[src/rtl/voronoi_cell_bisector_planes_top_macros.svh]
// Assertion macros for the Voronoi cell bisector plane block.
// Used by the top level; no other dependencies.
`ifndef VORONOI_CELL_BISECTOR_PLANES_TOP_MACROS_SVH
`define VORONOI_CELL_BISECTOR_PLANES_TOP_MACROS_SVH

// same-cycle implication under the active-low reset
`define VCB_ASSERT_IMPLY(label, clk, rstn, ante, cons, msg) \
    label: assert property (@(posedge clk) disable iff (!rstn) (ante) |-> (cons)) \
        else $error(msg);

// next-cycle implication under the active-low reset
`define VCB_ASSERT_NEXT(label, clk, rstn, ante, cons, msg) \
    label: assert property (@(posedge clk) disable iff (!rstn) (ante) |=> (cons)) \
        else $error(msg);

`endif

[src/rtl/vcb_ram.sv]
// Generic single-write, single-read RAM with registered read data.
// No dependencies.
`timescale 1ns / 1ps

module vcb_ram #(
    parameter int WIDTH = 8,
    parameter int DEPTH = 16
) (
    input  logic                     aclk,
    input  logic                     we,
    input  logic [$clog2(DEPTH)-1:0] waddr,
    input  logic [WIDTH-1:0]         wdata,
    input  logic [$clog2(DEPTH)-1:0] raddr,
    output logic [WIDTH-1:0]         rdata
);

    logic [WIDTH-1:0] mem [0:DEPTH-1];
    logic [WIDTH-1:0] rdata_reg;

    always_ff @(posedge aclk) begin
        if (we) begin
            mem[waddr] <= wdata;
        end
        rdata_reg <= mem[raddr];
    end

    assign rdata = rdata_reg;

endmodule

[config.mk]
export PLATFORM = sky130hd
export DESIGN_NAME = vcb_ram
export DESIGN_NICKNAME = d
export VERILOG_FILES = /design/src/rtl/voronoi_cell_bisector_planes_top_macros.svh /design/src/rtl/vcb_ram.sv
export SDC_FILE = /design/constraint.sdc
export NUM_CORES = 1
export LEC_CHECK = 0
export ABC_AREA = 1
export BUFFER_PORTS_ARGS = -buffer_cell sky130_fd_sc_hd__buf_4
export CAP_MARGIN = 20
export CELL_PAD_IN_SITES_DETAIL_PLACEMENT = 1
export CELL_PAD_IN_SITES_GLOBAL_PLACEMENT = 2
export CORE_ASPECT_RATIO = 0.75
export CORE_MARGIN = 2
export CORE_UTILIZATION = 30
export CTS_BUF_LIST = sky130_fd_sc_hd__clkbuf_4 sky130_fd_sc_hd__clkbuf_8 sky130_fd_sc_hd__clkbuf_16
export DETAILED_ROUTE_END_ITERATION = 6
export PLACE_DENSITY = 0.76
export SLEW_MARGIN = 10
export SYNTH_ARGS = -nofsm -noshare
export SYNTH_HDL_FRONTEND = slang
export SYNTH_SLANG_ARGS = --single-unit
[constraint.sdc]
create_clock -name aclk -period 1.1 [get_ports aclk]
set_input_delay 0.22 -clock aclk [delete_from_list [all_inputs] [get_ports aclk]]
set_output_delay 0.22 -clock aclk [all_outputs]
set_load 0.01 [all_outputs]
==> results by group <==
Final layout
  – Layout cell share with drive strength beyond 1: 18.1%
  – Commonest non-fill, non-tap cell in the layout: nand2_1
  – Nets: 630
  – Most frequent cells in the layout: 173 x nand2_1, 128 x edfxtp_1, 100 x inv_1, 94 x nand3_1, 52 x buf_4
  – Max reg flops: 128
  – Number of diodes: 0
  – Area Growth Syn to Fin: 23.7%
  – Final core utilization: 38.2%

Timing
  – Least-Margin Pin Slew: 0.316 ns
  – Peak Freq: 930 MHz
  – Final hold vios: 0
  – Slew Viols, Final: 0
  – Worst slew margin: 79.0%
  – TNS Setup: 0 ns
  – # setup viols final: 0
  – Fin crit share: 97.8%
  – RSZ-0062 raised after global routing: yes
  – Clk_skew: 0.00575 ns
  – Minimum clock period: 1.08 ns

Logic synthesis
  – Syn Inst Count: 551
  – Post-synthesis compound-gate area fraction: 0%
  – Post-synthesis net count: 569
  – Simple-Gate Fraction of Synth Area: 21.0%
  – Post-Synth Adder-Cell Area: 0%
  – Flops & latches, synth: 136
  – Mux cell area share after synthesis: 0%
  – Yosys cell types: 12
  – Post-Syn Area per Cell: 10.5 um2
  – Synth Area in XOR/XNOR: 0%
  – Synthesized area: 5770 um2
  – Largest family of logic cells by synthesized area: simple AND/OR/NAND/NOR gates
  – Yosys warning total: 0
  – Register area share after synthesis: 69.4%

Route
  – Routed vias/inst: 4.51
  – Initial DRT Pass Iterations: 4
  – # DRC: 0
  – Routed wire per std cell: 17.2 um
  – Initial DRC Count: 249
  – Routed via count: 3929
  – Final wirelength: 15.0 mm
  – Post-route ant nets: 0

Power and ir drop
  – P per Cell Area: 1710 nW/um2
  – NetSw: 2.68 mW
  – Peak supply drop: 1100 uV
  – Clk network pwr share: 45.0%
  – Part of the power in registers: 47.9%
  – Total Power: 12.2 mW
  – Combinational share of power: 7.1%
  – Sw Share: 22.0%
  – Int Power: 9.52 mW
  – Leakage power: 3.08 nW

Global route
  – Largest net degree at the start of global routing: 27
  – Initial antenna violation count: 0
  – First-pass GRT wire length: 23.3 mm
  – Grt ovf: 0
  – Total GRT Usage: 15.9%
  – Vias in the first global route: 4012

Clock network
  – Post-CTS Setup Inserts: 0
  – CTS tree: yes
  – Clock buffer depth: 2
  – Worst-Skew Late Latency: 0.42 ns
  – Clock-pin slew on the worst setup and hold paths: 0.06 ns
  – CTS HTree Levels: 4
  – Clock tree root driver cell: clkbuf_16
  – Cts bufs inserted: 17
  – Clk sinks: 136

Critical path
  – CP Capture Type: primary output
  – Max FO, Critical Path: 1
  – Critical path's largest stage delay: 0.33 ns
  – Slowest cell on crit path: dfxtp_2
  – Critical path launch point type: flop
  – Critical path type: flop to primary output
  – Crit-path leading delay family: flip-flops
  – R2r setup slk: 0.09 ns
  – Critical Path AT: 0.86 ns
  – Reg2reg end: rdata[7]
  – Critical path cell sequence: buf_6
  – Number of cells on the critical path: 1
  – Data required, critical path: 0.88 ns
  – CP Buf/Inv Count: 1
  – R2r startpoint: mem[3][7]
  – Reg2reg path depth: 6

Floorplanning
  – Die Ht: 124 um
  – Core area: 18700 um2
  – Die W: 164 um
  – Die area: 20400 um2
  – Top Ports: 26
  – Initial Utilization: 30.9%
  – Row cnt: 43

Worst hold path
  – Hold depth: 1
  – Hold Path Origin: wdata[5]
  – Hold/Removal Path Class: primary input to flop
  – Hold Path End: mem[1][5]

Place
  – GPL Wtd Cong: 0.767
  – Detailed placement HPWL: 10.1 mm
  – Number of port buffers: 25

Run status
  – Status: complete, no violations

Job
  – Max Cap Viol: 0
per-stage QoR:
step                      hold slack, ns  instance area, um2  cells  worst slack (ns)
after detailed placement           0.577                6520    840            -0.218
after floorplan                    0.319                5780    551           -0.0708
final                              0.145                7140    872            0.0242
after CTS                          0.133                7100    872          -0.00449
after global placement             0.574                6520    840            -0.204
after global routing               0.151                7140    872           -0.0125
kinds of logic (layout without fill, tap and decap cells):
kind of cell	Yosys count	after routing
AND/OR/NAND/NOR	289	289
buffers and inverters	126	200
flip-flops	136	136
worst max path at each step:
stage                   from         end  slack (ns)
floorplan           waddr[2]  mem[11][0]       -0.07
global placement    waddr[2]   mem[9][7]       -0.20
detailed placement  raddr[0]    rdata[6]       -0.22
CTS                 rdata[3]    rdata[3]      -0.004
global route        rdata[3]    rdata[3]       -0.01
finish              rdata[3]    rdata[3]        0.02
metal layers:
metal | vias to the layer above | global-route usage, % | share of wire [%]
met4 | 0 | 5.10 | 0.99
li1 | 1900 | - | -
met2 | 61 | 25.0 | 47
met3 | 10 | 3.33 | 3.1
met1 | 1958 | 22.0 | 49
met5 | - | 0 | 0
synthesized netlist by cell type, drive strengths merged:
library cell	instances	area share [%]
nand2	173	11
nor2	17	1.1
edfxtp	128	67
buf	24	2.9
inv	102	6.6
nand3b	2	0.26
nand3	97	8.4
dfxtp	8	2.8
power by group through the flow:
stage	logic (mW)	registers [mW]	clock network, mW
3_3_place_gp	0.840	5.93	0
6_report	0.869	5.84	5.49
3_5_place_dp	0.857	5.94	0
2_1_floorplan	0.412	5.95	0
5_1_grt	0.964	5.85	5.79
4_1_cts	0.868	5.83	5.60
cell type report:
type / count / area [um2]
clock buffer: 23 / 502
multi-input combinational: 289 / 1240
sequential: 136 / 4010
tap: 247 / 309
timing repair buffer: 66 / 618
fill: 2079 / 11500
clock inverter: 9 / 71.3
inverter: 102 / 383
timing repair:
item	CTS	global route
resized for setup	4	11
endpoints found under the setup margin	2	9
hold buffers	0	0
No activity file was read; power rests on OpenSTA's default activity.
