<file path="config.mk">
export PLATFORM = sky130hd
export DESIGN_NAME = vcb_mac
export DESIGN_NICKNAME = d
export VERILOG_FILES = /design/src/rtl/voronoi_cell_bisector_planes_top_macros.svh /design/src/rtl/vcb_pkg.sv /design/src/rtl/vcb_mac.sv
export SDC_FILE = /design/constraint.sdc
export NUM_CORES = 1
export LEC_CHECK = 0
export ABC_AREA = 1
export ABC_CLOCK_PERIOD_IN_PS = 12200
export BUFFER_PORTS_ARGS = -buffer_cell sky130_fd_sc_hd__buf_2
export CORE_UTILIZATION = 35
export DETAILED_ROUTE_END_ITERATION = 12
export GPL_TIMING_DRIVEN = 0
export REMOVE_ABC_BUFFERS = 1
export SYNTH_ARGS = -nofsm -noshare
export SYNTH_HDL_FRONTEND = slang
export SYNTH_SLANG_ARGS = --single-unit
</file>
<file path="constraint.sdc">
create_clock -name aclk -period 12.2 [get_ports aclk]
set_input_delay 0.61 -clock aclk [delete_from_list [all_inputs] [get_ports aclk]]
set_output_delay 0.61 -clock aclk [all_outputs]
set_load 0.1 [all_outputs]
</file>
<file path="src/rtl/voronoi_cell_bisector_planes_top_macros.svh">
// Assertion macros for the Voronoi cell bisector plane block.
// Used by the top level; no other dependencies.
`ifndef VORONOI_CELL_BISECTOR_PLANES_TOP_MACROS_SVH
`define VORONOI_CELL_BISECTOR_PLANES_TOP_MACROS_SVH

// same-cycle implication under the active-low reset
`define VCB_ASSERT_IMPLY(label, clk, rstn, ante, cons, msg) \
    label: assert property (@(posedge clk) disable iff (!rstn) (ante) |-> (cons)) \
        else $error(msg);

// next-cycle implication under the active-low reset
`define VCB_ASSERT_NEXT(label, clk, rstn, ante, cons, msg) \
    label: assert property (@(posedge clk) disable iff (!rstn) (ante) |=> (cons)) \
        else $error(msg);

`endif

</file>
<file path="src/rtl/vcb_pkg.sv">
// Shared constants, codes and control structs of the bisector plane block.
// No dependencies; imported by every module below the RAM.
`timescale 1ns / 1ps

package vcb_pkg;

    localparam int MAX_POINTS = 16;
    localparam int PT_AW      = $clog2(MAX_POINTS);
    localparam int CNT_W      = PT_AW + 1;
    localparam int MAX_PLANES = MAX_POINTS - 1;
    localparam int ACC_W      = 40;
    localparam int RD_W       = 60;
    localparam int LEN_W      = 30;

    localparam logic [1:0] REQ_CLEAR  = 2'd0;
    localparam logic [1:0] REQ_APPEND = 2'd1;
    localparam logic [1:0] REQ_SITE   = 2'd2;

    localparam logic [2:0] STS_PLANE = 3'd0;
    localparam logic [2:0] STS_ACK   = 3'd1;
    localparam logic [2:0] STS_NONE  = 3'd2;
    localparam logic [2:0] STS_FULL  = 3'd3;
    localparam logic [2:0] STS_BAD   = 3'd4;

    typedef struct packed {
        logic load;
        logic en;
    } mac_ctl_t;

    typedef struct packed {
        logic start;
        logic op_div;
    } rd_ctl_t;

    typedef struct packed {
        logic busy;
        logic done;
    } rd_sts_t;

endpackage

</file>
<file path="src/rtl/vcb_mac.sv">
// Shared signed multiply-accumulate unit, one product per cycle.
// Depends on vcb_pkg.
`timescale 1ns / 1ps

module vcb_mac
    import vcb_pkg::*;
(
    input  logic                    aclk,
    input  mac_ctl_t                ctl,
    input  logic signed [ACC_W-1:0] init,
    input  logic signed [17:0]      op_a,
    input  logic signed [17:0]      op_b,
    output logic signed [ACC_W-1:0] acc
);

    logic signed [ACC_W-1:0] acc_reg;
    logic signed [35:0]      prod;

    assign prod = op_a * op_b;

    always_ff @(posedge aclk) begin
        if (ctl.load) begin
            acc_reg <= init;
        end else if (ctl.en) begin
            acc_reg <= acc_reg + ACC_W'(prod);
        end
    end

    assign acc = acc_reg;

endmodule

</file>
==> report_table.html <==
<table>
<tr><th>Metric</th><th>Value</th></tr>
<tr><th colspan="2">Timing</th></tr>
<tr><td>Transition time at the pin with the least slew margin</td><td>1.206 ns</td></tr>
<tr><td>Tightest slew margin relative to the limit</td><td>0.1948</td></tr>
<tr><td>Skew final</td><td>0.01398 ns</td></tr>
<tr><td>Final critical delay including setup and external delays</td><td>7.357 ns</td></tr>
<tr><td>Number of endpoints failing setup at the final stage</td><td>0</td></tr>
<tr><td>Unrepaired setup endpoints after global routing</td><td>false</td></tr>
<tr><td>Fin. max-slew vios</td><td>0</td></tr>
<tr><td>Final period utilization</td><td>0.6031</td></tr>
<tr><td>Final hold vios</td><td>0</td></tr>
<tr><td>Fmax achieved</td><td>135.9 MHz</td></tr>
<tr><td>Setup tns final</td><td>0 ns</td></tr>
<tr><th colspan="2">Logic synthesis</th></tr>
<tr><td>Top cells by instance count after synthesis</td><td>sky130_fd_sc_hd__inv_1 (668), sky130_fd_sc_hd__nand2_1 (591), sky130_fd_sc_hd__fa_1 (384)</td></tr>
<tr><td>Synthesis-stage register bit count</td><td>40</td></tr>
<tr><td>Syn Area/Cell</td><td>7.815 um^2</td></tr>
<tr><td>Syn Inst Count</td><td>2159</td></tr>
<tr><td>Leading post-synthesis cells by cell area</td><td>sky130_fd_sc_hd__fa_1 (46%), sky130_fd_sc_hd__inv_1 (15%), sky130_fd_sc_hd__nand2_1 (13%)</td></tr>
<tr><td>Share of synthesized area occupied by flip-flops and latches</td><td>0.07119</td></tr>
<tr><td>Area share of the largest cell type after synthesis</td><td>0.4556</td></tr>
<tr><td>Unique masters post-synth</td><td>33</td></tr>
<tr><td>Post-synth EDFFs</td><td>40</td></tr>
<tr><td>Cell taking the most area after synthesis</td><td>sky130_fd_sc_hd__fa_1</td></tr>
<tr><td>Async S/R FF share, synth</td><td>0</td></tr>
<tr><td>Post-synth top flop</td><td>sky130_fd_sc_hd__edfxtp_1</td></tr>
<tr><td>Number of warning messages in the yosys log</td><td>0</td></tr>
<tr><td>Most repeated cell in the gate-level netlist after synthesis</td><td>sky130_fd_sc_hd__inv_1</td></tr>
<tr><td>Netlist area before placement</td><td>16870 um^2</td></tr>
<tr><th colspan="2">Die</th></tr>
<tr><td>Initial Utilization</td><td>0.3541</td></tr>
<tr><td>Number of ports placed on the die boundary</td><td>119</td></tr>
<tr><td>Area enclosed by the die boundary</td><td>49090 um^2</td></tr>
<tr><td>Die Y</td><td>221.6 um</td></tr>
<tr><td>Die extent in x</td><td>221.6 um</td></tr>
<tr><td>Number of rows created at floorplan</td><td>80</td></tr>
<tr><td>Area of the core</td><td>47650 um^2</td></tr>
<tr><th colspan="2">Setup path</th></tr>
<tr><td>Crit path max-delay cell type</td><td>sky130_fd_sc_hd__fa_1</td></tr>
<tr><td>Worst path cell trace</td><td>buf_2, nand2_1, fa_1, inv_1, fa_1, inv_1, fa_1, inv_1, fa_1, fa_1, inv_1, fa_1, inv_1, ha_1, ha_1, nand2_1, nor2_1, nand2_1, nor3_1, nand2_2, nand3_1, nand2_1, nor2_1, nor2_1</td></tr>
<tr><td>Crit-path most repeated cell</td><td>sky130_fd_sc_hd__fa_1</td></tr>
<tr><td>Largest stage delay, worst path</td><td>0.79 ns</td></tr>
<tr><td>Endpoint kind of the worst setup timing path</td><td>flip-flop</td></tr>
<tr><td>Source of the worst register-to-register timing path</td><td>acc[16]</td></tr>
<tr><td>Capture point of the worst reg-to-reg path</td><td>acc[31]</td></tr>
<tr><td>Worst endpoint data arrival time</td><td>7.41 ns</td></tr>
<tr><td>Crit Path Class</td><td>in2reg</td></tr>
<tr><td>Max Fanout on Critical Path</td><td>18</td></tr>
<tr><td>Critical path launch point type</td><td>input pin</td></tr>
<tr><td>Required time worst endpoint</td><td>12.25 ns</td></tr>
<tr><td>Number of cells on the worst reg-to-reg path</td><td>20</td></tr>
<tr><td>Setup slack of the most critical reg-to-reg path</td><td>7.25 ns</td></tr>
<tr><th colspan="2">Global routing</th></tr>
<tr><td>Total routing usage reported by global routing</td><td>0.1887</td></tr>
<tr><td>First-pass GRT wire length</td><td>73.36 mm</td></tr>
<tr><td>Maximum number of pins on one net before global-route repair</td><td>53</td></tr>
<tr><td>Number of antenna violations at the first check in global routing</td><td>0</td></tr>
<tr><td>Number of global-route vias before repair</td><td>14130</td></tr>
<tr><td>GRT overflow</td><td>0</td></tr>
<tr><th colspan="2">Hold path</th></tr>
<tr><td>Cell count of the worst hold path</td><td>3</td></tr>
<tr><td>Hold WC Path Type</td><td>in2reg</td></tr>
<tr><td>Hold endpoint</td><td>acc[4]</td></tr>
<tr><td>Worst Hold Launch</td><td>init[4]</td></tr>
<tr><th colspan="2">Clock network</th></tr>
<tr><td>Clk slew on worst S/H paths</td><td>0.07 ns</td></tr>
<tr><td>Number of instances resized during post-cts repair</td><td>0</td></tr>
<tr><td>Clock tree root buffer cell</td><td>sky130_fd_sc_hd__clkbuf_16</td></tr>
<tr><td>Total number of H-tree levels</td><td>2</td></tr>
<tr><td>Clock tree buffer depth</td><td>2</td></tr>
<tr><td>Clk sinks</td><td>40</td></tr>
<tr><td>Skew-Pair Late Insertion Delay</td><td>0.32 ns</td></tr>
<tr><td>TritonCTS clock tree</td><td>built</td></tr>
<tr><td>Number of setup buffers added after CTS</td><td>0</td></tr>
<tr><td>Number of buffers inserted during clock tree synthesis</td><td>5</td></tr>
<tr><td># hold bufs at CTS</td><td>0</td></tr>
<tr><th colspan="2">Layout</th></tr>
<tr><td>Layout overhead on the synthesized area</td><td>7.052%</td></tr>
<tr><td>Number of nets in the final layout</td><td>2787</td></tr>
<tr><td>Flip-flop count of the largest register, all copies and words added</td><td>40</td></tr>
<tr><td>Filler cell count in the final layout</td><td>4943</td></tr>
<tr><td>Antenna Cells</td><td>0</td></tr>
<tr><td>Share of final-layout standard cells stronger than drive strength 1</td><td>0.08031</td></tr>
<tr><th colspan="2">Routing</th></tr>
<tr><td>Total vias in the final route</td><td>12900</td></tr>
<tr><td>Number of DRC markers after the initial detailed-route iteration</td><td>599</td></tr>
<tr><td>First drt pass iteration count</td><td>9</td></tr>
<tr><td>DRC errors left</td><td>1</td></tr>
<tr><td>Drt wl/cell</td><td>15.63 um</td></tr>
<tr><td>Via-to-Cell Ratio</td><td>4.576</td></tr>
<tr><td>Final Routed Wirelength</td><td>44.06 mm</td></tr>
<tr><td>Count of nets left with antenna violations after detail routing</td><td>0</td></tr>
<tr><th colspan="2">Status</th></tr>
<tr><td>Violations in the final reports</td><td>DRC</td></tr>
<tr><td>Outcome</td><td>finished with violations</td></tr>
<tr><th colspan="2">Placed design</th></tr>
<tr><td>Number of input and output port buffers inserted</td><td>118</td></tr>
<tr><td>Routability cong.</td><td>0.9091</td></tr>
<tr><td>Post-detail-place hpwl</td><td>38.30 mm</td></tr>
<tr><th colspan="2">Job</th></tr>
<tr><td>MaxCap Viol Count</td><td>0</td></tr>
</table>
[through the flow]
stage	cells	worst slack, ns	cell area [um^2]	utilization	hold slack (ns)
after global placement	2811	4.632	17920	0.3762	0.6599
final	2819	4.843	18060	0.3791	0.5593
after global routing	2819	4.485	18060	0.3791	0.5627
after floorplan	2078	5.991	16560	-	0.7914
after CTS	2819	4.847	18060	0.3791	0.5535
after detailed placement	2811	4.548	17920	0.3762	0.6584
[logic make-up after synthesis]
family / after synthesis / share of synthesized area
AO/OA/AOI/OAI: 62 / 0.02099
XOR/XNOR: 11 / 0.005710
adder cells (fa/ha/maj): 505 / 0.5453
buffers and inverters: 762 / 0.1698
flip-flops: 40 / 0.07119
AND/OR/NAND/NOR: 779 / 0.1869
[final cells by class]
class                      instances  area [um^2]  area share
multi-input combinational       1357        12810      0.7090
clock inverter                     3        13.76   0.0007620
sequential                        40         1201     0.06650
timing repair buffer             118        590.6     0.03270
clock buffer                       5        125.1    0.006927
tap                              615        769.5     0.04260
inverter                         681         2556      0.1415
[metal layers]
metal	track usage	up-vias	routed length [um]
met5	0	-	0
met4	0.04010	0	735
met3	0.01603	32	1401
met2	0.3376	245	22350
met1	0.2482	6507	19570
li1	-	6116	-
[how the worst max path moves through the flow]
stage            start       to  slack (ns)  depth (start not counted)
2_1_floorplan  op_b[0]  acc[34]        5.99                         21
3_3_place_gp   op_b[3]  acc[34]        4.63                         24
3_5_place_dp   op_b[3]  acc[34]        4.55                         24
4_1_cts        op_b[3]  acc[34]        4.85                         24
5_1_grt        op_b[3]  acc[34]        4.49                         24
6_report       op_b[3]  acc[34]        4.84                         24
[layout by cell type, fill, tap and decap left out, types with 8 or more instances in the layout]
| cell | instances |
|---|---|
| sky130_fd_sc_hd__a21oi_1 | 25 |
| sky130_fd_sc_hd__buf_2 | 118 |
| sky130_fd_sc_hd__edfxtp_1 | 40 |
| sky130_fd_sc_hd__fa_1 | 384 |
| sky130_fd_sc_hd__ha_1 | 121 |
| sky130_fd_sc_hd__inv_1 | 668 |
| sky130_fd_sc_hd__inv_2 | 12 |
| sky130_fd_sc_hd__nand2_1 | 591 |
| sky130_fd_sc_hd__nand2_2 | 14 |
| sky130_fd_sc_hd__nand3_1 | 48 |
| sky130_fd_sc_hd__nand4_1 | 8 |
| sky130_fd_sc_hd__nor2_1 | 84 |
| sky130_fd_sc_hd__nor2_2 | 10 |
| sky130_fd_sc_hd__o21ai_0 | 13 |
| sky130_fd_sc_hd__o21ai_1 | 9 |
| sky130_fd_sc_hd__o21bai_1 | 8 |
| sky130_fd_sc_hd__xnor2_1 | 9 |
[worst max-delay path, delay by kind of cell]
kind / cells / cell delay, ns
buffers and inverters: 6 / 1.00
AND/OR/NAND/NOR: 10 / 1.47
adder cells (fa/ha/maj): 8 / 4.29
Power is not shown: default switching activity piles up to over one toggle a cycle in this logic, so the estimate is an artifact.
