==> config.mk <==
export PLATFORM = sky130hd
export DESIGN_NAME = vcb_rootdiv
export DESIGN_NICKNAME = d
export VERILOG_FILES = /design/src/rtl/voronoi_cell_bisector_planes_top_macros.svh /design/src/rtl/vcb_pkg.sv /design/src/rtl/vcb_rootdiv.sv
export SDC_FILE = /design/constraint.sdc
export NUM_CORES = 1
export LEC_CHECK = 0
export BUFFER_PORTS_ARGS = -buffer_cell sky130_fd_sc_hd__buf_2
export CAP_MARGIN = 15
export CORE_MARGIN = 2
export CORE_UTILIZATION = 50
export CTS_BUF_LIST = sky130_fd_sc_hd__clkbuf_4 sky130_fd_sc_hd__clkbuf_8 sky130_fd_sc_hd__clkbuf_16
export DETAILED_ROUTE_END_ITERATION = 10
export PLACE_DENSITY = 0.71
export SKIP_CTS_REPAIR_TIMING = 1
export SLEW_MARGIN = 10
export SYNTH_ARGS = -nofsm -noshare
export SYNTH_HDL_FRONTEND = slang
export SYNTH_SLANG_ARGS = --single-unit
==> constraint.sdc <==
create_clock -name aclk -period 9.9 [get_ports aclk]
set_clock_uncertainty 0.1 [all_clocks]
set_input_delay 1.98 -clock aclk [delete_from_list [all_inputs] [get_ports aclk]]
set_output_delay 1.98 -clock aclk [all_outputs]
set_load 0.02 [all_outputs]
==> src/rtl/voronoi_cell_bisector_planes_top_macros.svh <==
// Assertion macros for the Voronoi cell bisector plane block.
// Used by the top level; no other dependencies.
`ifndef VORONOI_CELL_BISECTOR_PLANES_TOP_MACROS_SVH
`define VORONOI_CELL_BISECTOR_PLANES_TOP_MACROS_SVH

// same-cycle implication under the active-low reset
`define VCB_ASSERT_IMPLY(label, clk, rstn, ante, cons, msg) \
    label: assert property (@(posedge clk) disable iff (!rstn) (ante) |-> (cons)) \
        else $error(msg);

// next-cycle implication under the active-low reset
`define VCB_ASSERT_NEXT(label, clk, rstn, ante, cons, msg) \
    label: assert property (@(posedge clk) disable iff (!rstn) (ante) |=> (cons)) \
        else $error(msg);

`endif

==> src/rtl/vcb_pkg.sv <==
// Shared constants, codes and control structs of the bisector plane block.
// No dependencies; imported by every module below the RAM.
`timescale 1ns / 1ps

package vcb_pkg;

    localparam int MAX_POINTS = 16;
    localparam int PT_AW      = $clog2(MAX_POINTS);
    localparam int CNT_W      = PT_AW + 1;
    localparam int MAX_PLANES = MAX_POINTS - 1;
    localparam int ACC_W      = 40;
    localparam int RD_W       = 60;
    localparam int LEN_W      = 30;

    localparam logic [1:0] REQ_CLEAR  = 2'd0;
    localparam logic [1:0] REQ_APPEND = 2'd1;
    localparam logic [1:0] REQ_SITE   = 2'd2;

    localparam logic [2:0] STS_PLANE = 3'd0;
    localparam logic [2:0] STS_ACK   = 3'd1;
    localparam logic [2:0] STS_NONE  = 3'd2;
    localparam logic [2:0] STS_FULL  = 3'd3;
    localparam logic [2:0] STS_BAD   = 3'd4;

    typedef struct packed {
        logic load;
        logic en;
    } mac_ctl_t;

    typedef struct packed {
        logic start;
        logic op_div;
    } rd_ctl_t;

    typedef struct packed {
        logic busy;
        logic done;
    } rd_sts_t;

endpackage

==> src/rtl/vcb_rootdiv.sv <==
// Iterative square root and restoring divider sharing one compare/subtract.
// Depends on vcb_pkg.
`timescale 1ns / 1ps

module vcb_rootdiv
    import vcb_pkg::*;
(
    input  logic             aclk,
    input  logic             aresetn,
    input  rd_ctl_t          ctl,
    input  logic [RD_W-1:0]  op_a,
    input  logic [LEN_W-1:0] op_b,
    output rd_sts_t          sts,
    output logic [LEN_W-1:0] res
);

    logic [RD_W-1:0]  rem_reg, rem_next;
    logic [RD_W-1:0]  res_reg, res_next;
    logic [LEN_W-1:0] den_reg, den_next;
    logic [4:0]       i_reg, i_next;
    logic             busy_reg, busy_next;
    logic             done_reg, done_next;
    logic             div_reg, div_next;
    logic [RD_W-1:0]  bitv;
    logic [RD_W-1:0]  sub;
    logic             ge;

    always_comb begin
        bitv = RD_W'(1) << {i_reg, 1'b0};
        sub  = div_reg ? ({{(RD_W-LEN_W){1'b0}}, den_reg} << i_reg) : (res_reg + bitv);
        ge   = rem_reg >= sub;

        rem_next  = rem_reg;
        res_next  = res_reg;
        den_next  = den_reg;
        i_next    = i_reg;
        busy_next = busy_reg;
        div_next  = div_reg;
        done_next = 1'b0;

        if (ctl.start) begin
            rem_next  = op_a;
            res_next  = '0;
            den_next  = op_b;
            div_next  = ctl.op_div;
            i_next    = ctl.op_div ? 5'd16 : 5'd29;
            busy_next = 1'b1;
        end else if (busy_reg) begin
            if (ge) begin
                rem_next = rem_reg - sub;
            end
            if (div_reg) begin
                if (ge) begin
                    res_next = res_reg | (RD_W'(1) << i_reg);
                end
            end else begin
                res_next = ge ? ((res_reg >> 1) + bitv) : (res_reg >> 1);
            end
            if (i_reg == 5'd0) begin
                busy_next = 1'b0;
                done_next = 1'b1;
            end else begin
                i_next = i_reg - 5'd1;
            end
        end
    end

    always_ff @(posedge aclk) begin
        if (!aresetn) begin
            busy_reg <= 1'b0;
            done_reg <= 1'b0;
        end else begin
            busy_reg <= busy_next;
            done_reg <= done_next;
        end
        rem_reg <= rem_next;
        res_reg <= res_next;
        den_reg <= den_next;
        i_reg   <= i_next;
        div_reg <= div_next;
    end

    assign sts.busy = busy_reg;
    assign sts.done = done_reg;
    assign res      = res_reg[LEN_W-1:0];

endmodule

==> summary.txt, run 1 <==
GPL Wtd Cong -> 1.01
Library cells used by synthesis -> 101
CP arrival -> 9.32 ns
RSZ-0062 raised after global routing -> no
Tmin final -> 9.00 ns
Num CTS Buffers -> 17
Delay-heaviest family, CP -> compound AO/OA/AOI/OAI gates
VDD IR max -> 140 uV
Row count -> 69
Synth Flop Type -> edfxtp_1
Worst slew pin tran -> 1.04 ns
Critical path class -> flip-flop to flip-flop
Seq/Total Area, Yosys -> 0.231
CP Capture Type -> flip-flop
Finished Layout Cells -> 2764
P_leak -> 7.26 nW
PortBufs -> 125
Initial Utilization -> 0.505
Critical Path Fanout Max -> 34
Hold Crit Class -> flip-flop to flip-flop
Synthesized area -> 17900 sq um
Post-Synth Simple-Gate Area -> 0.204
Placed insts -> 2732
Pin count of the biggest net entering global routing -> 78
Max Root-Sink Buffers -> 2
Achievable Freq -> 111 MHz
Max_cap viols -> 0
Largest family of logic cells by synthesized area -> compound AO/OA/AOI/OAI gates
Final number of max-transition violations -> 0
Fin area -> 19000 sq um
XOR/XNOR share of the synthesized area -> 0.0818
Post-DP HPWL -> 46500 um
Avg Cell Area, Syn -> 7.72 sq um
Initial antenna violation count -> 0
# nets final -> 2497
Core area -> 35400 sq um
EDFF count, synth -> 96
Status -> finished clean
# setup viols final -> 0
DRT Pass-1 Iters -> 5
Hold path depth -> 2
CP Buf/Inv Count -> 2
Yosys reg bits -> 158
Post-route ant nets -> 0
CP peak stage delay -> 0.84 ns
Critical path depth in cells -> 26
Placed cell areas -> 18400 sq um
Vias -> 18.4k
Mapped Cells -> 2316
Slowest cell on the critical path -> edfxtp_1
Inserted Diodes -> 0
Clock slew at the register clock pins of the worst setup and hold paths -> 0.08 ns
Syn nets -> 2523
Num Clock Sinks -> 158
Synthesis warning total -> 0
Grt ovf -> 0
Die width -> 193 um
Share of cells above drive strength 1 -> 0.121
# DRC -> 0
Relative slew slack -> 0.299
Crit start category -> flip-flop
I/O pin cnt -> 126
CTS tree -> yes
Die ar. -> 37300 sq um
Final hold vios -> 0
H-tree levels -> 4
Vias/cell -> 6.65
Clk Latency, worst-skew pair -> 0.47 ns
DRT Wirelength -> 61300 um
Die height -> 193 um
Power per cell area -> 225 nW/um^2
Final WS setup -> 0.895 ns
Iter 0 DRT Violations -> 2370
Pre-CTS WS -> 1.24 ns
Synth Area in Adders -> 0.0812
Area Overhead vs Synth -> 6.18%
Share of synthesized registers carrying an async set or reset -> 0
Number of global-route vias before repair -> 17.1k
Routed len/inst -> 22.2 um
Global-route wire length before repair -> 96300 um
R2R cell count -> 26
Setup TNS -> 0 ns
Data required, critical path -> 10.22 ns
Multiplexer area fraction after synthesis -> 0.0575
Synth Area in Compound Gates -> 0.285
Final period utilization -> 0.910
Root buffer cell -> clkbuf_16
GRT Util Overall -> 0.332
-- metrics by stage --
step / hold slack [ns] / power [mW] / utilization
2_1_floorplan: 0.385 / 2.88 / -
3_3_place_gp: 0.441 / 3.50 / 0.520
3_5_place_dp: 0.456 / 3.53 / 0.520
4_1_cts: 0.465 / 4.21 / 0.536
5_1_grt: 0.493 / 4.57 / 0.536
6_report: 0.475 / 4.28 / 0.536
-- power breakdown --
part / internal, mW / switching (mW) / leakage, nW
Clock: 0.357 / 0.321 / 0.278
Combinational: 0.961 / 1.60 / 5.52
Sequential: 0.905 / 0.132 / 1.46
Total: 2.22 / 2.06 / 7.26
-- Yosys cell counts (17+ instances only) --
master	n	share of area
nand2_1	288	0.060
o21ai_0	204	0.057
a21oi_1	198	0.055
nor2_1	184	0.039
clkbuf_1	129	0.027
ha_1	112	0.078
xnor2_1	104	0.051
edfxtp_1	96	0.16
xor2_1	63	0.031
dfxtp_1	62	0.069
a211oi_1	51	0.021
a31oi_1	51	0.018
nand3_1	50	0.014
a21o_1	49	0.021
inv_1	48	0.010
nand4_1	38	0.013
nor3_1	37	0.010
mux2i_1	36	0.020
buf_4	35	0.015
and2_1	34	0.012
mux2_2	26	0.016
and3_1	25	0.0087
nor2b_1	23	0.0080
a22oi_1	21	0.0088
o21bai_1	20	0.0084
o31ai_1	20	0.0084
buf_1	17	0.0036
o21a_1	17	0.0071
-- area by class of cell --
cell class | count | area, sq um
fillers | 3411 | 16400
multi-input cells | 1916 | 12700
flip-flops and latches | 158 | 4120
repair buffers | 145 | 795
well taps | 461 | 577
clock buffers | 19 | 440
inverters | 52 | 195
clock inverters | 13 | 129
-- cells by family after synthesis --
| kind of cell | count (synthesis) |
|---|---|
| flops | 158 |
| compound gates | 789 |
| buf+inv | 242 |
| simple gates | 765 |
| fa+ha+maj | 116 |
| mux | 79 |
| xor+xnor | 167 |
-- layer usage --
layer,global-route usage,vias to the layer above,wire [um]
met3,0.0530,153,5790
li1,-,8537,-
met1,0.468,8636,26900
met5,0,-,0
met2,0.504,1044,26300
met4,0.138,0,2370
-- worst min-delay path, cell delays in order (launching register included) --
cell and delay, ns:
dfxtp_1 0.39, inv_1 0.08, a21oi_1 0.05
-- path summary, 6_finish.rpt --
| kind | start | endpoint | slack, ns |
|---|---|---|---|
| max | i_reg[2] | res_reg[38] | 0.90 |
| min | res_reg[46] | res_reg[46] | 0.48 |
| max reg2reg | i_reg[2] | res_reg[38] | 0.90 |
| min reg2reg | res_reg[46] | res_reg[46] | 0.48 |
-- cells in the final DEF (no fill, tap or decap), types with 10 or more instances in the layout --
cell type    n
o221ai_1    14
a211oi_1    51
o21a_1      17
a31o_2      16
nor2b_1     23
nand2_1    288
xnor2_1    104
a22oi_1     21
buf_2      124
clkbuf_16   17
o21bai_1    20
ha_1       112
nand4_1     38
o22ai_1     12
o211ai_1    15
dfxtp_1     62
and2_1      34
nor2_1     182
xor2_1      63
a31oi_1     51
nand3_1     50
nor4_1      10
mux2i_1     36
o21ai_0    203
mux4_2      16
nor3_1      37
buf_4       19
nand2b_1    14
edfxtp_1    96
a21oi_1    198
a21o_1      49
o31ai_1     20
and3_1      25
mux2_2      26
inv_1       47
No activity file was read; power rests on OpenSTA's default activity.
==> inputs of run 2 (changes only) <==
Settings changed: CORE_UTILIZATION 50 to 57, PLACE_DENSITY 0.71 to 0.79.
==> run 2 against run 1 <==
Final cell count down 2.4%. Sequential power about the same. First-iteration DRC count up 14%. Die area down 12%. Clock power up 1%. Sequential share of layout area up 0.092 points. Via count up 0.59%. Power up 0.47%. Non-clock buffer count unchanged. Highest routed layer unchanged.
==> summary.txt, run 2 (synthesis results as in run 1) <==
Status -> finished clean
VDD IR max -> 220 uV
Clk Latency, worst-skew pair -> 0.46 ns
Power per cell area -> 227 nW/um^2
Row count -> 64
Num Clock Sinks -> 158
Root buffer cell -> clkbuf_16
R2R Setup Slk -> 0.85 ns
Final WS setup -> 0.846 ns
Setup TNS -> 0 ns
RSZ-0062 raised after global routing -> no
Pre-CTS WS -> 1.26 ns
P_leak -> 7.25 nW
Number of global-route vias before repair -> 16.9k
Relative slew slack -> 0.249
Area Overhead vs Synth -> 5.73%
GPL Wtd Cong -> 1.07
Max Root-Sink Buffers -> 2
Core area -> 30700 sq um
Iter 0 DRT Violations -> 2709
DRT Pass-1 Iters -> 6
# setup viols final -> 0
CP Capture Type -> flip-flop
Tmin final -> 9.05 ns
Data required, critical path -> 10.10 ns
Most common cell after layout, fill and taps aside -> nand2_1
CP arrival -> 9.25 ns
Achievable Freq -> 110 MHz
Final period utilization -> 0.915
PortBufs -> 125
Hold Crit Class -> flip-flop to flip-flop
Max_cap viols -> 0
Inserted Diodes -> 0
Vias/cell -> 6.85
Post-route ant nets -> 0
CTS tree -> yes
Fillers -> 2791
Initial antenna violation count -> 0
Critical path class -> flip-flop to flip-flop
Clock slew at the register clock pins of the worst setup and hold paths -> 0.07 ns
Crit start category -> flip-flop
# nets final -> 2497
Critical Path Fanout Max -> 34
Global-route wire length before repair -> 93100 um
Vias -> 18.5k
Initial Utilization -> 0.581
# DRC -> 0
Utilization after layout -> 0.615
Die width -> 181 um
Commonest cells after routing, fill and taps aside -> nand2_1 (288), o21ai_0 (203), a21oi_1 (198)
Grt ovf -> 0
Final hold vios -> 0
Post-DP HPWL -> 44500 um
Num CTS Buffers -> 17
DRT Wirelength -> 59900 um
Pwr Total -> 4.30 mW
Final number of max-transition violations -> 0
Share of cells above drive strength 1 -> 0.121
Die height -> 181 um
I/O pin cnt -> 126
Pin count of the biggest net entering global routing -> 92
Worst slew pin tran -> 1.11 ns
GRT Util Overall -> 0.356
Die ar. -> 32800 sq um
H-tree levels -> 4
Routed len/inst -> 22.2 um
-- run 2: critical path: stages (launching register included) --
cell and delay, ns:
edfxtp_1 0.66, inv_2 0.65, nand2_1 0.50, nor2_1 0.25, and2_1 0.25, ha_1 0.30
a41oi_1 0.24, o21ai_0 0.28, a21oi_1 0.09, o31ai_2 0.28, o21bai_2 0.15, o41ai_4 0.45
a31oi_1 0.24, o2111a_1 0.29, nor3_1 0.24, ha_1 0.31, a21oi_1 0.23, o21ai_0 0.17
a2111oi_0 0.60, o21ai_0 0.23, a2111oi_0 0.67, nor3_1 0.21, nor2_4 0.48, buf_4 0.44
nand2_1 0.24, o21ai_0 0.26, a211oi_1 0.07
-- run 2: worst paths after layout --
kind | from | cells past startpoint | to
setup / recovery | i_reg[2] | 26 | res_reg[30]
hold / removal | res_reg[55] | 2 | res_reg[54]
setup reg to reg | i_reg[2] | 26 | res_reg[30]
hold reg to reg | res_reg[55] | 2 | res_reg[54]
-- run 2: final cells by class --
class,instances,area [sq um],area share
well taps,396,495,0.0262
clock buffers,20,448,0.0237
multi-input cells,1916,12700,0.673
flip-flops and latches,158,4120,0.218
clock inverters,12,135,0.00715
repair buffers,145,782,0.0414
inverters,52,195,0.0103
-- run 2: where the power goes --
group	switching, mW	internal, mW
clock network	0.307	0.381
registers	0.132	0.906
logic	1.61	0.960
-- run 2: per-layer routing --
layer | vias up | GRT usage | part of all wire | routed length [um]
met5 | - | 0 | 0 | 0
met4 | 0 | 0.134 | 0.040 | 2370
li1 | 8518 | - | - | -
met1 | 8585 | 0.495 | 0.42 | 25200
met3 | 177 | 0.0611 | 0.10 | 6180
met2 | 1198 | 0.553 | 0.44 | 26100
-- run 2: metrics by stage --
stage | instance area, sq um | instances | hold WS, ns
after floorplan | 17900 | 2316 | 0.385
after global placement | 18300 | 2667 | 0.456
after detailed placement | 18300 | 2667 | 0.464
after CTS | 18900 | 2699 | 0.472
after global routing | 18900 | 2699 | 0.516
final | 18900 | 2699 | 0.507
